--- src/rtl/aupt_div10.sv ---
// Nibble-serial divide by ten, one quotient digit per cycle.
module aupt_div10 (
  input  logic        clk_i,
  input  logic        rst_ni,
  input  logic        start_i,
  input  logic [35:0] x_i,
  output logic        done_o,
  output logic [35:0] q_o
);

  localparam int unsigned NIBBLES = 9;

  logic [35:0] x_q;
  logic [3:0]  rem_q;
  logic [3:0]  cnt_q;
  logic        busy_q;
  logic [7:0]  v;
  logic [3:0]  qd;
  logic [7:0]  qd_x10;

  // One radix-16 long-division step; v stays below 160.
  always_comb begin
    v  = {rem_q, x_q[35:32]};
    qd = 4'd0;
    for (int k = 1; k < 16; k++) begin
      if (v >= 8'(k * 10)) begin
        qd = 4'(k);
      end
    end
    qd_x10 = {1'b0, qd, 3'b0} + {3'b0, qd, 1'b0};
  end

  always_ff @(posedge clk_i or negedge rst_ni) begin
    if (!rst_ni) begin
      busy_q <= 1'b0;
      done_o <= 1'b0;
      cnt_q  <= '0;
      rem_q  <= '0;
      x_q    <= '0;
      q_o    <= '0;
    end else begin
      done_o <= 1'b0;
      if (start_i) begin
        busy_q <= 1'b1;
        x_q    <= x_i;
        rem_q  <= '0;
        cnt_q  <= 4'(NIBBLES - 1);
      end else if (busy_q) begin
        x_q   <= {x_q[31:0], 4'd0};
        rem_q <= 4'(v - qd_x10);
        q_o   <= {q_o[31:0], qd};
        if (cnt_q == '0) begin
          busy_q <= 1'b0;
          done_o <= 1'b1;
        end else begin
          cnt_q <= cnt_q - 4'd1;
        end
      end
    end
  end

endmodule

--- config.mk ---
export PLATFORM = sky130hd
export DESIGN_NAME = aupt_div10
export DESIGN_NICKNAME = d
export VERILOG_FILES = /design/src/rtl/aupt_div10.sv
export SDC_FILE = /design/constraint.sdc
export NUM_CORES = 1
export LEC_CHECK = 0
export BUFFER_PORTS_ARGS = -buffer_cell sky130_fd_sc_hd__buf_4
export CAP_MARGIN = 10
export CORE_MARGIN = 1
export CORE_UTILIZATION = 50
export DETAILED_ROUTE_END_ITERATION = 10
export PLACE_DENSITY = 0.78
export SYNTH_ARGS = -nofsm -noshare
export SYNTH_HDL_FRONTEND = slang
export SYNTH_SLANG_ARGS = --single-unit
--- constraint.sdc ---
create_clock -name clk_i -period 2.6 [get_ports clk_i]
set_input_delay 0.65 -clock clk_i [delete_from_list [all_inputs] [get_ports clk_i]]
set_output_delay 0.65 -clock clk_i [all_outputs]
set_load 0.05 [all_outputs]
==> results.yml <==
status:
  outcome: "finished, final reports clean"
sta:
  finalMaxSlewViolations: 0
  setup_viol: 0
  finalCritPeriodShare_pct: 87.8
  rsz0062_at_grt: "false"
  max_freq_ghz: 0.438
  max_slew_margin_pct: 64.8
  period_minus_slack_ps: 2280
  setup_tns_ps: 0
  finalHoldViolations: 0
  clock_skew_ps: 5.67
  hold_ws_ps: 229
  tightest_slew_ps: 524
worst_setup_path:
  r2r_setup_slack_ps: 320
  crit_path_cell_trace: "or3b_1 > a21oi_1 > o21ai_0 > a21oi_1 > a21oi_1 > ha_1 > a2111oi_4 > xnor2_1 > a211oi_2"
  cp_common_cell: "a21oi_1"
  slowest_delay_ps: 390
  crit_buf_inv: 0
  path_class: "reg2reg"
  r2r.worst_path.cells: 9
  slowest_stage: "or3b_1"
  r2r-end: "rem_q[3]"
  cp-start-kind: "register"
  reg2reg_from: "x_q[35]"
  cp.arrival_ps: 2540
  crit_path_max_fanout: 2
  endpoint_kind: "register"
  cpLargestDelayFamily: "compound AO/OA/AOI/OAI gates"
  cp.required_ps: 2860
synth:
  syn_area_per_cell_um2: 9.29
  synth_top_family_by_area: "simple AND/OR/NAND/NOR gates"
  yosysWarnings: 0
  yosys-top-cells-area: "dfrtp_1, nand2_1, mux2i_1, o21ai_0, ha_1"
  synth_nets: 469
  ys_top_cells_by_count: "nand2_1, dfrtp_1, o21ai_0, mux2i_1, clkbuf_1"
  synth_ff_type: "dfrtp_1"
  synth_edf_count: 0
  yosys.area.top_type: "dfrtp_1"
  synthMuxAreaShare_pct: 8.71
  synth_most_common_cell: "nand2_1"
  yosys.area_share.simple_pct: 20.1
  synth_compound_area_share_pct: 10.3
  yosys.area.top_type_share_pct: 52.3
  synth_cell_types: 44
  synthAdderAreaFrac_pct: 2.55
  synth-seq-cells: 82
  synthCells: 422
  ys_seq_area_share_pct: 52.3
  synth_area_mm2: 0.00392
  synth-async-reset-ratio_pct: 100
  synthXorXnorAreaFrac_pct: 1.79
route:
  viasPerCell: 5.14
  routed_wl_um: 7740
  drt_pre_antenna_iters: 4
  dr.first_iter.drc_count: 125
  detail-route-antenna-nets: 0
  vias: 3042
  drc: 0
  routedWlPerCell_um: 13.1
floorplanning:
  ios: 76
  start_util_pct: 52.9
  die_w_um: 90.6
  num_rows: 31
  design.core.area_mm2: 0.00741
  die_area_mm2: 0.00820
  die_h_um: 90.6
power:
  p_leak_nw: 2.55
  ir_drop_mv: 0.387
  power.density_mw_per_mm2: 1210
global_route:
  antenna_found_initial: 0
  grt_pass1_wl_um: 13000
  grt_max_degree: 70
  first_global_vias: 2842
  grt.total_usage_pct: 19.6
  gr-total-overflow: 0
clock_tree:
  cts.path.max_buffers: 2
  cts_resized: 0
  cts_sinks: 82
  cts_hold_buffers: 0
  clock-root-buffer: "clkbuf_8"
  insertion_delay_ps: 340
  cts_max_level: 3
  clkTransAtPathRegs_ps: 80
  cts_buffers: 9
  tritoncts: "built"
  cts_setup_buffers: 0
hold_path:
  min_path_type: "in2async"
placed_design:
  routabilityCongestion: 0.851
  dpl.hpwl_um: 5570
  port-buffer-count: 75
cells_and_area:
  nets: 535
  area_growth_pct: 21.9
  n_antenna_cell: 0
  layout-drive-gt1-share_pct: 22.1
job:
  drv_cap: 0
## per-stage QoR
step	power, mW	cell area (um^2)	utilization [%]	instances	setup WS [ps]
3_5_place_dp	4.87	4570	61.7	576	306
6_report	5.77	4780	64.5	592	316
5_1_grt	6.14	4780	64.5	592	127
2_1_floorplan	4.06	3920	-	422	352
4_1_cts	5.82	4780	64.5	592	294
3_3_place_gp	4.82	4570	61.7	576	349
## cell families (layout without fill, tap and decap cells)
kind of cell	after synthesis	count (layout)
XOR/XNOR	8	8
buffers and inverters	38	109
flip-flops	82	82
AO/OA/AOI/OAI	65	65
adder cells (fa/ha/maj)	8	8
AND/OR/NAND/NOR	187	187
multiplexers	34	34
## routing by layer
layer,vias to the layer above,part of all wire (%),track usage [%]
met5,-,0,0
li1,1519,-,-
met3,9,5.0,3.87
met4,0,0.80,6.99
met1,1425,48,26.5
met2,89,46,31.6
## sequential cells by signal, summed over array words and instances (netlist names)
register / flops
x_q: 36
q_o: 36
done_o: 1
busy_q: 1
cnt_q: 4
rem_q: 4
## cells in the final DEF (no fill, tap or decap), types with 3 or more instances in the layout
cell and count:
a21oi_1 7, clkbuf_8 10, xnor2_1 6, inv_1 6, ha_1 8, inv_6 3
mux2i_1 33, dfrtp_1 81, o21ai_0 40, nand2_1 140, buf_4 85, nor3b_1 3
nor2_1 18, nor3_1 3, nand2b_1 10
## worst register-to-register path: cells and delay by family (launching register included)
family                   cells  cell delay, ps
AO/OA/AOI/OAI                6             980
AND/OR/NAND/NOR              1             390
flip-flops                   1             380
adder cells (fa/ha/maj)      1             340
XOR/XNOR                     1             120
## power breakdown
part	internal (mW)	switching, mW
clock	0.480	0.460
sequential	1.68	0.339
combinational	0.985	1.82
total	3.15	2.62
## worst max path at each step
stage,slack (ps),to,from,depth (start not counted)
after detailed placement,310,rem_q[3],x_q[35],9
after floorplan,350,rem_q[3],x_q[35],10
after global routing,130,rem_q[3],rem_q[0],9
after global placement,350,rem_q[3],x_q[35],9
final,320,rem_q[3],x_q[35],9
after CTS,290,rem_q[3],x_q[35],9
## layout make-up
cell class	instances	area, um^2
fillers	646	2630
flip-flops and latches	82	2050
multi-input cells	302	1710
repair buffers	86	658
clock buffers	10	138
well taps	99	124
clock inverters	6	71.3
inverters	7	26.3
Note: power is estimated with default switching activity, not from simulation.
