### config.mk
export PLATFORM = sky130hd
export DESIGN_NAME = aupt_ratio_div
export DESIGN_NICKNAME = d
export VERILOG_FILES = /design/src/rtl/aupt_pkg.sv /design/src/rtl/aupt_ratio_div.sv
export SDC_FILE = /design/constraint.sdc
export NUM_CORES = 1
export LEC_CHECK = 0
export ABC_AREA = 0
export ABC_CLOCK_PERIOD_IN_PS = 6350
export BUFFER_PORTS_ARGS = -buffer_cell sky130_fd_sc_hd__buf_4
export CORE_MARGIN = 8
export CORE_UTILIZATION = 40
export DETAILED_ROUTE_END_ITERATION = 12
export SLEW_MARGIN = 40
export SYNTH_ARGS = -nofsm -noshare
export SYNTH_HDL_FRONTEND = slang
export SYNTH_SLANG_ARGS = --single-unit
export TNS_END_PERCENT = 1
### constraint.sdc
create_clock -name clk_i -period 6.35 [get_ports clk_i]
set_input_delay 1.27 -clock clk_i [delete_from_list [all_inputs] [get_ports clk_i]]
set_output_delay 1.27 -clock clk_i [all_outputs]
set_load 0.01 [all_outputs]
### src/rtl/aupt_pkg.sv
// Shared types, codes and defaults for the adaptive update policy table.
package aupt_pkg;

  localparam int unsigned DEF_TABLE_DEPTH = 256;
  localparam int unsigned DEF_MAX_FOUND   = 64;

  localparam int unsigned AVI_W      = 24;
  localparam int unsigned BETA_W     = 12;
  localparam int unsigned CFG_IDX_W  = 8;
  localparam int unsigned CFG_DATA_W = 24;

  // Configuration register indexes.
  localparam logic [CFG_IDX_W-1:0] CFG_AVI  = 8'd0;
  localparam logic [CFG_IDX_W-1:0] CFG_BETA = 8'd1;

  localparam logic [AVI_W-1:0]  AVI_RESET  = 24'd1000;
  localparam logic [BETA_W-1:0] BETA_RESET = 12'd512;
  localparam logic [15:0]       RATIO_ONE  = 16'd256;
  localparam logic [15:0]       RATIO_MAX  = 16'hFFFF;

  // Operation codes carried in the func field.
  localparam logic [3:0] FUNC_INIT      = 4'd0;
  localparam logic [3:0] FUNC_ACC_INC   = 4'd1;
  localparam logic [3:0] FUNC_ACC_CLR   = 4'd2;
  localparam logic [3:0] FUNC_UPD_INC   = 4'd3;
  localparam logic [3:0] FUNC_UPD_CLR   = 4'd4;
  localparam logic [3:0] FUNC_CLR_ALL   = 4'd5;
  localparam logic [3:0] FUNC_SCAN      = 4'd6;
  localparam logic [3:0] FUNC_SCHEDULE  = 4'd7;
  localparam logic [3:0] FUNC_RELAX     = 4'd8;
  localparam logic [3:0] FUNC_READ      = 4'd9;

  localparam logic STATUS_OK  = 1'b0;
  localparam logic STATUS_ERR = 1'b1;

  typedef struct packed {
    logic [3:0]  func;
    logic [7:0]  index;
    logic [8:0]  scan_count;
    logic [6:0]  max_found;
    logic [47:0] now_ms;
    logic [8:0]  relax_fraction;
  } req_t;

  typedef struct packed {
    logic        status;
    logic [7:0]  found_index;
    logic        found_valid;
    logic        last;
    logic [31:0] access_count;
    logic [31:0] update_count;
    logic [31:0] flexible_interval;
    logic [47:0] next_update_time;
    logic [15:0] p_ext_ratio;
  } res_t;

  // One table row as it is stored.
  typedef struct packed {
    logic [31:0] acc;
    logic [31:0] upd;
    logic [31:0] flex;
    logic [47:0] due;
  } row_t;

endpackage

### src/rtl/aupt_ratio_div.sv
// Restoring divider for the mean ratio, one quotient bit per cycle, saturating.
module aupt_ratio_div #(
  parameter int unsigned SUM_W = 41,
  parameter int unsigned DIV_W = 33
) (
  input  logic             clk_i,
  input  logic             rst_ni,
  input  logic             start_i,
  input  logic [SUM_W-1:0] sum_i,
  input  logic [DIV_W-1:0] div_i,
  output logic             done_o,
  output logic [15:0]      ratio_o
);

  localparam int unsigned W = DIV_W + 17;

  logic [W-1:0] rem_q;
  logic [W-1:0] dsh_q;
  logic [15:0]  q_q;
  logic [4:0]   cnt_q;
  logic         busy_q;
  logic         ge;

  assign ge = (rem_q >= dsh_q);

  always_ff @(posedge clk_i or negedge rst_ni) begin
    if (!rst_ni) begin
      busy_q  <= 1'b0;
      done_o  <= 1'b0;
      ratio_o <= '0;
      rem_q   <= '0;
      dsh_q   <= '0;
      q_q     <= '0;
      cnt_q   <= '0;
    end else begin
      done_o <= 1'b0;
      if (start_i) begin
        if (div_i == '0) begin
          ratio_o <= aupt_pkg::RATIO_MAX;
          done_o  <= 1'b1;
        end else begin
          busy_q <= 1'b1;
          rem_q  <= W'(sum_i);
          dsh_q  <= {W'(div_i)} << 16;
          q_q    <= '0;
          cnt_q  <= 5'd16;
        end
      end else if (busy_q) begin
        if (cnt_q == 5'd16) begin
          // A quotient of 65536 or more saturates.
          if (ge) begin
            ratio_o <= aupt_pkg::RATIO_MAX;
            done_o  <= 1'b1;
            busy_q  <= 1'b0;
          end else begin
            dsh_q <= dsh_q >> 1;
            cnt_q <= 5'd15;
          end
        end else begin
          if (ge) begin
            rem_q <= rem_q - dsh_q;
          end
          q_q <= {q_q[14:0], ge};
          if (cnt_q == '0) begin
            ratio_o <= {q_q[14:0], ge};
            done_o  <= 1'b1;
            busy_q  <= 1'b0;
          end else begin
            dsh_q <= dsh_q >> 1;
            cnt_q <= cnt_q - 5'd1;
          end
        end
      end
    end
  end

endmodule

==> impl_metrics.yaml, run 1 <==
run_status:
  outcome: "finished clean"
placement:
  place_congestion: 0.8663
  dp_hpwl_um: 19570
  place_ws_ps: 1828
  io_buffers: 93
grt:
  grt_pass1_vias: 7942
  grt_first_pass_wirelength_um: 42570
  grt.total_usage_pct: 18.85
  grt_start_max_net_pins: 92
  antenna_found_initial: 0
  grt-ovfl-total: 0
cts:
  cts_tree: "done"
  clk_path_buf_depth: 2
  root_buffer: "clkbuf_16"
  hold_buffers: 0
  clkSinkCount: 137
  cts_setup_buffers: 0
  cts_made_buffers: 17
  cts_resized: 0
  cts-htree-levels: 4
  path_clk_slew_ps: 70
  insertion_delay_ps: 430
sta:
  slew_headroom_pct: 48.86
  finClkSkew_ps: 13.56
  rsz0062_at_grt: "no"
  worst_pin_slew_ps: 760.1
  fmax_mhz: 246.1
  final_max_slew_viol_count: 0
  finalCritPeriodShare_pct: 63.99
  setup_viol: 0
  setup_slack_ps: 2287
  finalHoldViolCount: 0
  fin_crit_ps: 4063
  setup_tns_ps: 0
power:
  p_leak_nw: 4.822
  pwr-share-clk_pct: 15.3
  ir_drop_uv: 236.5
  switching_power_w: 0.003176
  power_density_nw_per_um2: 619.5
  p_int_w: 0.003370
  p_seq_share_pct: 21.8
  swShare_pct: 48.51
  p_comb_share_pct: 63.0
logic_synthesis:
  synth_seq_area_share_pct: 37.90
  synth-edff-count: 0
  synth_seq_cells: 137
  yosysMostFrequentCell: "dfrtp_1"
  ys_async_sr_fraction_pct: 100.0
  yosysWarnings: 0
  synth_area_leaders: "dfrtp_1 38%, ha_1 6.9%, a21oi_1 6.4%"
  ys_top_cells_by_count: "137 x dfrtp_1, 131 x nand2_1, 116 x a21oi_1"
  synth_nets: 1222
  netlist_area_um2: 9046
  avgSynthCellArea_um2: 8.269
  syn_inst: 1094
  synth_top_area_cell: "dfrtp_1"
  ys.flop_type: "dfrtp_1"
  synth_top_area_share_pct: 37.90
  synth_cell_types: 70
worst_setup_path:
  required_ps: 6660
  critPathLaunchType: "input port"
  path_class: "input port to flip-flop"
  cp.arrival_ps: 4380
  path_max_fanout: 59
  end_kind: "flip-flop"
detailed_routing:
  firstDrtPassIters: 5
  vias_per_cell: 5.596
  avgRoutedWirePerCell_um: 18.02
  drtIter0Drc: 650
  drtAntennaViolNets: 0
  via_count: 8114
  drc: 0
  wirelength_um: 26130
hold_path:
  hold_class: "flip-flop to flip-flop"
floorplan:
  die-area_um2: 27680
  die_h_um: 166.4
  io_pins: 94
  start_util_pct: 40.32
  die_w_um: 166.4
  coreArea_um2: 22430
  rows: 55
cells_and_area:
  num-nets-final: 1280
  layout-drive-gt1-share_pct: 14.16
  area_delta_synth_final_pct: 16.82
  diodes: 0
flow_run:
  maxCapViolCount: 0
==> final timing paths <==
| check | start | slack (ps) | end | cells after the start |
|---|---|---|---|---|
| worst max-delay path | start_i | 2290 | rem_q[24] | 8 |
| max in group asynchronous | rst_ni | 4380 | rem_q[29] | 2 |
| worst min-delay path | q_q[14] | 480 | q_q[14] | 2 |
| worst min register to register | q_q[14] | 480 | q_q[14] | 2 |
| worst max register to register | dsh_q[0] | 2520 | rem_q[24] | 12 |
| min in group asynchronous | rst_ni | 860 | dsh_q[6] | 1 |
==> worst max-delay path: stages <==
cell and delay, ps:
buf_4 530, clkinv_1 600, buf_4 460, nor2_1 440
o22ai_4 250, buf_8 220, buf_4 250, mux2_1 340
==> state kept, by name (all words and copies together) (netlist names) <==
name and flops:
done_o 1, ratio_o 16, q_q 15, busy_q 1, dsh_q 49, cnt_q 5, rem_q 50
==> area by class of cell <==
class	instances	area, um2
Sequential cell	137	3428
Multi-Input combinational cell	828	5127
Clock inverter	15	178.9
Fill cell	2241	11870
Timing Repair Buffer	104	810.8
Tap cell	285	356.6
Inverter	64	240.2
Clock buffer	17	425.4
==> per-stage QoR <==
step | total power, W | util [%] | instance area, um2 | cells | hold slack [ps]
2_1_floorplan | 0.004519 | - | 9046 | 1094 | 440.2
3_3_place_gp | 0.005438 | 44.08 | 9889 | 1415 | 462.0
3_5_place_dp | 0.005503 | 44.34 | 9948 | 1417 | 463.2
4_1_cts | 0.006532 | 47.04 | 10550 | 1449 | 481.6
5_1_grt | 0.007113 | 47.11 | 10570 | 1450 | 516.2
6_report | 0.006546 | 47.11 | 10570 | 1450 | 476.4
==> power groups by stage <==
stage / Clock, W / Combinational [W] / Sequential [W]
2_1_floorplan: 0 / 0.00311 / 0.00141
3_3_place_gp: 0 / 0.00401 / 0.00143
3_5_place_dp: 0 / 0.00406 / 0.00144
4_1_cts: 0.00102 / 0.00409 / 0.00143
5_1_grt: 0.00105 / 0.00459 / 0.00147
6_report: 0.00100 / 0.00412 / 0.00142
==> logic make-up (layout without fill, tap and decap cells) <==
family | Yosys count | after routing | share of synthesized area [%]
buf+inv | 129 | 200 | 5.920
compound gates | 364 | 364 | 24.72
simple gates | 352 | 352 | 18.12
xor+xnor | 41 | 41 | 3.970
flops | 137 | 137 | 37.90
fa+ha+maj | 51 | 51 | 7.137
mux | 20 | 20 | 2.241
==> layout by cell type, fill, tap and decap left out, types with 3 or more instances in the layout <==
cell type  count
dfrtp_1      137
o211ai_1       8
and2_1         4
o21a_1         3
a21oi_1      116
a21oi_2       14
a22o_1        10
o21ai_1       12
clkinv_8       5
ha_1          50
a21o_1        29
clkbuf_16     17
nand4_1       18
nand3_1       46
a211oi_1       8
buf_4        100
nand2b_1       9
a31oi_1        9
o31ai_1        3
or3_1          8
nand2_1      131
inv_1         63
nor2b_1        6
mux2i_1       18
o21bai_1       6
o21ai_0       85
nor3_1        27
xnor2_1       29
nor4_1         8
o22ai_1       33
buf_8          4
xor2_1        12
nor2_1        73
nor3b_1        4
inv_8          5
==> routing by layer <==
metal | routed length, um | track usage (%) | up-vias | share of wire, %
li1 | - | - | 4033 | -
met2 | 11970 | 30.07 | 201 | 46
met4 | 255 | 3.839 | 0 | 0.98
met5 | 0 | 0 | - | 0
met3 | 1139 | 3.423 | 19 | 4.4
met1 | 12760 | 26.29 | 3861 | 49
(Power assumes the default switching activity.)
==> run 2, diff against run 1 <==
Settings changed: ABC_AREA 0 to 1, ABC_CLOCK_PERIOD_IN_PS 6350 to 3300.
Clock period 6.35 ns to 3.3 ns, I/O delays scaled along.
==> run 2 against run 1 <==
Compared with the run above:
- synthesized area increased by 23%
- critical path depth rose by 5
- sequential share of layout area decreased by 5.6 points
- routed wire length is 28% higher
- clock skew shrank 0.62 ps
- non-clock buffer count grew 4
- clock power is 120% higher
- final cell count is 57% higher
- count of clock-buffer cells in the layout unchanged
- utilization decreased by 0.80 points
- total power up 110%
- largest cell class unchanged
- largest power group unchanged
==> impl_metrics.yaml, run 2 <==
logic_synthesis:
  ys_top_cells_by_count: "761 x nand2_1, 280 x inv_1, 182 x nand3_1"
  synthMuxAreaShare_pct: 1.171
  synth_cell_types: 45
  synth_nets: 1943
  yosysWarnings: 0
  ys_async_sr_fraction_pct: 100.0
  synth_seq_cells: 137
  synth_area_leaders: "dfrtp_1 31%, nand2_1 26%, inv_1 9.5%"
  netlist_area_um2: 11110
  synthXorXnorAreaFrac_pct: 1.183
  yosysMostFrequentCell: "nand2_1"
  synthSimpleGateAreaFrac_pct: 42.09
  synth-compound-area-share_pct: 6.071
  synth-edff-count: 0
  synth_seq_area_share_pct: 30.86
  avgSynthCellArea_um2: 6.120
  synth_top_family_by_area: "simple AND/OR/NAND/NOR gates"
  ys.flop_type: "dfrtp_1"
  syn_inst: 1815
  synth_adder_area_share_pct: 5.812
  synth_top_area_cell: "dfrtp_1"
  synth_top_area_share_pct: 30.86
sta:
  fin_crit_ps: 2734
  setup_slack_ps: 566.2
  slew_headroom_pct: 51.75
  finalHoldViolCount: 0
  worst_pin_slew_ps: 723.8
  fmax_mhz: 365.8
  setup_tns_ps: 0
  finClkSkew_ps: 12.94
  finalCritPeriodShare_pct: 82.84
  rsz0062_at_grt: "no"
  setup_viol: 0
  final_max_slew_viol_count: 0
cells_and_area:
  num-nets-final: 2017
  mostFrequentLayoutCells: "759 x nand2_1, 279 x inv_1, 182 x nand3_1"
  top_register: "rem_q"
  regArea_um2: 3428
  n_fill_cell: 2956
  largest_register_ffs: 50
  multiInputGateArea_um2: 6262
  layout-drive-gt1-share_pct: 10.15
  reg.largest.list: "rem_q: 50 flops, dsh_q: 49 flops, ratio_o: 16 flops"
  diodes: 0
  final_common_cell: "nand2_1"
  area_delta_synth_final_pct: 14.85
grt:
  grt-ovfl-total: 0
  antenna_found_initial: 0
  top_usage_layer: "met2"
  grt_first_pass_wirelength_um: 55090
  grt_use_met1_pct: 26.94
  grt.total_usage_pct: 20.47
  grt_pass1_vias: 10769
  use_met2_pct: 34.48
  met3_usage_pct: 3.062
  grt_start_max_net_pins: 86
detailed_routing:
  avgRoutedWirePerCell_um: 14.68
  drtIter0Drc: 754
  wirelength_um: 33460
  firstDrtPassIters: 5
  via_count: 11014
  drtAntennaViolNets: 0
  drc: 0
  vias_per_cell: 4.831
power:
  power_density_nw_per_um2: 1087
  p_seq_share_pct: 19.1
  p_leak_nw: 7.212
  p_int_w: 0.006495
  p_comb_share_pct: 65.2
  ir_drop_uv: 399.0
  pwr-share-clk_pct: 15.7
  swShare_pct: 53.17
  switching_power_w: 0.007374
worst_setup_path:
  end_kind: "flip-flop"
  path_class: "flip-flop to flip-flop"
  regToRegStartpoint: "rem_q[0]"
  cp-startpoint: "rem_q[0]"
  path_max_fanout: 17
  required_ps: 3620
  critPathLaunchType: "flip-flop"
  cp.arrival_ps: 3060
floorplan:
  die_w_um: 182.6
  start_util_pct: 40.32
  die-area_um2: 33360
  io_pins: 94
  rows: 61
  die_h_um: 182.6
  coreArea_um2: 27550
cts:
  clkSinkCount: 137
  path_clk_slew_ps: 70
  cts-htree-levels: 4
  hold_buffers: 0
  insertion_delay_ps: 440
  cts_resized: 0
  cts_setup_buffers: 0
  clk_path_buf_depth: 2
  root_buffer: "clkbuf_16"
  cts_made_buffers: 17
  cts_tree: "done"
placement:
  place_congestion: 0.9848
  io_buffers: 93
  dp_hpwl_um: 26360
  place_ws_ps: 231.3
flow_run:
  maxCapViolCount: 0
hold_path:
  hold_class: "input port to async pin"
run_status:
  outcome: "finished clean"
-- run 2: path summary, 6_finish.rpt --
kind,end,slack [ps],cells after the start
max reg2reg,ratio_o[2],570,13
max,ratio_o[2],570,13
min reg2reg,dsh_q[18],470,2
max in group asynchronous,rem_q[21],2310,2
min in group clk_i,dsh_q[48],440,3
min,ratio_o[0],240,1
-- run 2: through the flow --
step / area, um2 / util [%] / hold slack, ps / total power (W) / instances
3_5_place_dp: 12100 / 43.93 / 458.1 / 0.01164 / 2248
4_1_cts: 12750 / 46.29 / 312.2 / 0.01388 / 2280
5_1_grt: 12760 / 46.30 / 300.3 / 0.01531 / 2280
6_report: 12760 / 46.30 / 244.7 / 0.01387 / 2280
2_1_floorplan: 11110 / - / 364.4 / 0.009260 / 1815
3_3_place_gp: 12100 / 43.93 / 453.6 / 0.01153 / 2248
-- run 2: layout make-up --
| type | count | area share [%] |
|---|---|---|
| Tap cell | 378 | 3.707 |
| Timing Repair Buffer | 108 | 6.503 |
| Sequential cell | 137 | 26.87 |
| Clock inverter | 15 | 1.765 |
| Inverter | 296 | 8.729 |
| Multi-Input combinational cell | 1329 | 49.09 |
| Clock buffer | 17 | 3.335 |
-- run 2: logic make-up (layout without fill, tap and decap cells) --
kind of cell	count (synthesis)	in the layout
compound gates	127	127
xor+xnor	15	15
fa+ha+maj	51	51
buf+inv	349	436
flops	137	137
mux	13	13
simple gates	1123	1123
-- run 2: critical path, cell delays in order (launching register included) --
cell and delay (ps):
dfrtp_1 360, inv_1 50, ha_1 220, fa_1 410
inv_1 120, nand3_1 110, nand3_2 180, nand2_1 70
nand2_1 160, nand3_2 140, nand3_2 130, nand2_1 370
nand3_1 220, nand2_1 70
-- run 2: layer usage --
| metal | wire length [um] | part of all wire (%) |
|---|---|---|
| met1 | 15910 | 48 |
| met2 | 15490 | 46 |
| met3 | 1411 | 4.2 |
| met4 | 643 | 1.9 |
| met5 | 0 | 0 |
-- run 2: power groups by stage --
stage	Combinational, W	Clock (W)	Sequential [W]
finish	0.00904	0.00218	0.00265
global placement	0.00886	0	0.00267
global route	0.0103	0.00229	0.00272
floorplan	0.00663	0	0.00263
CTS	0.00901	0.00221	0.00265
detailed placement	0.00897	0	0.00267
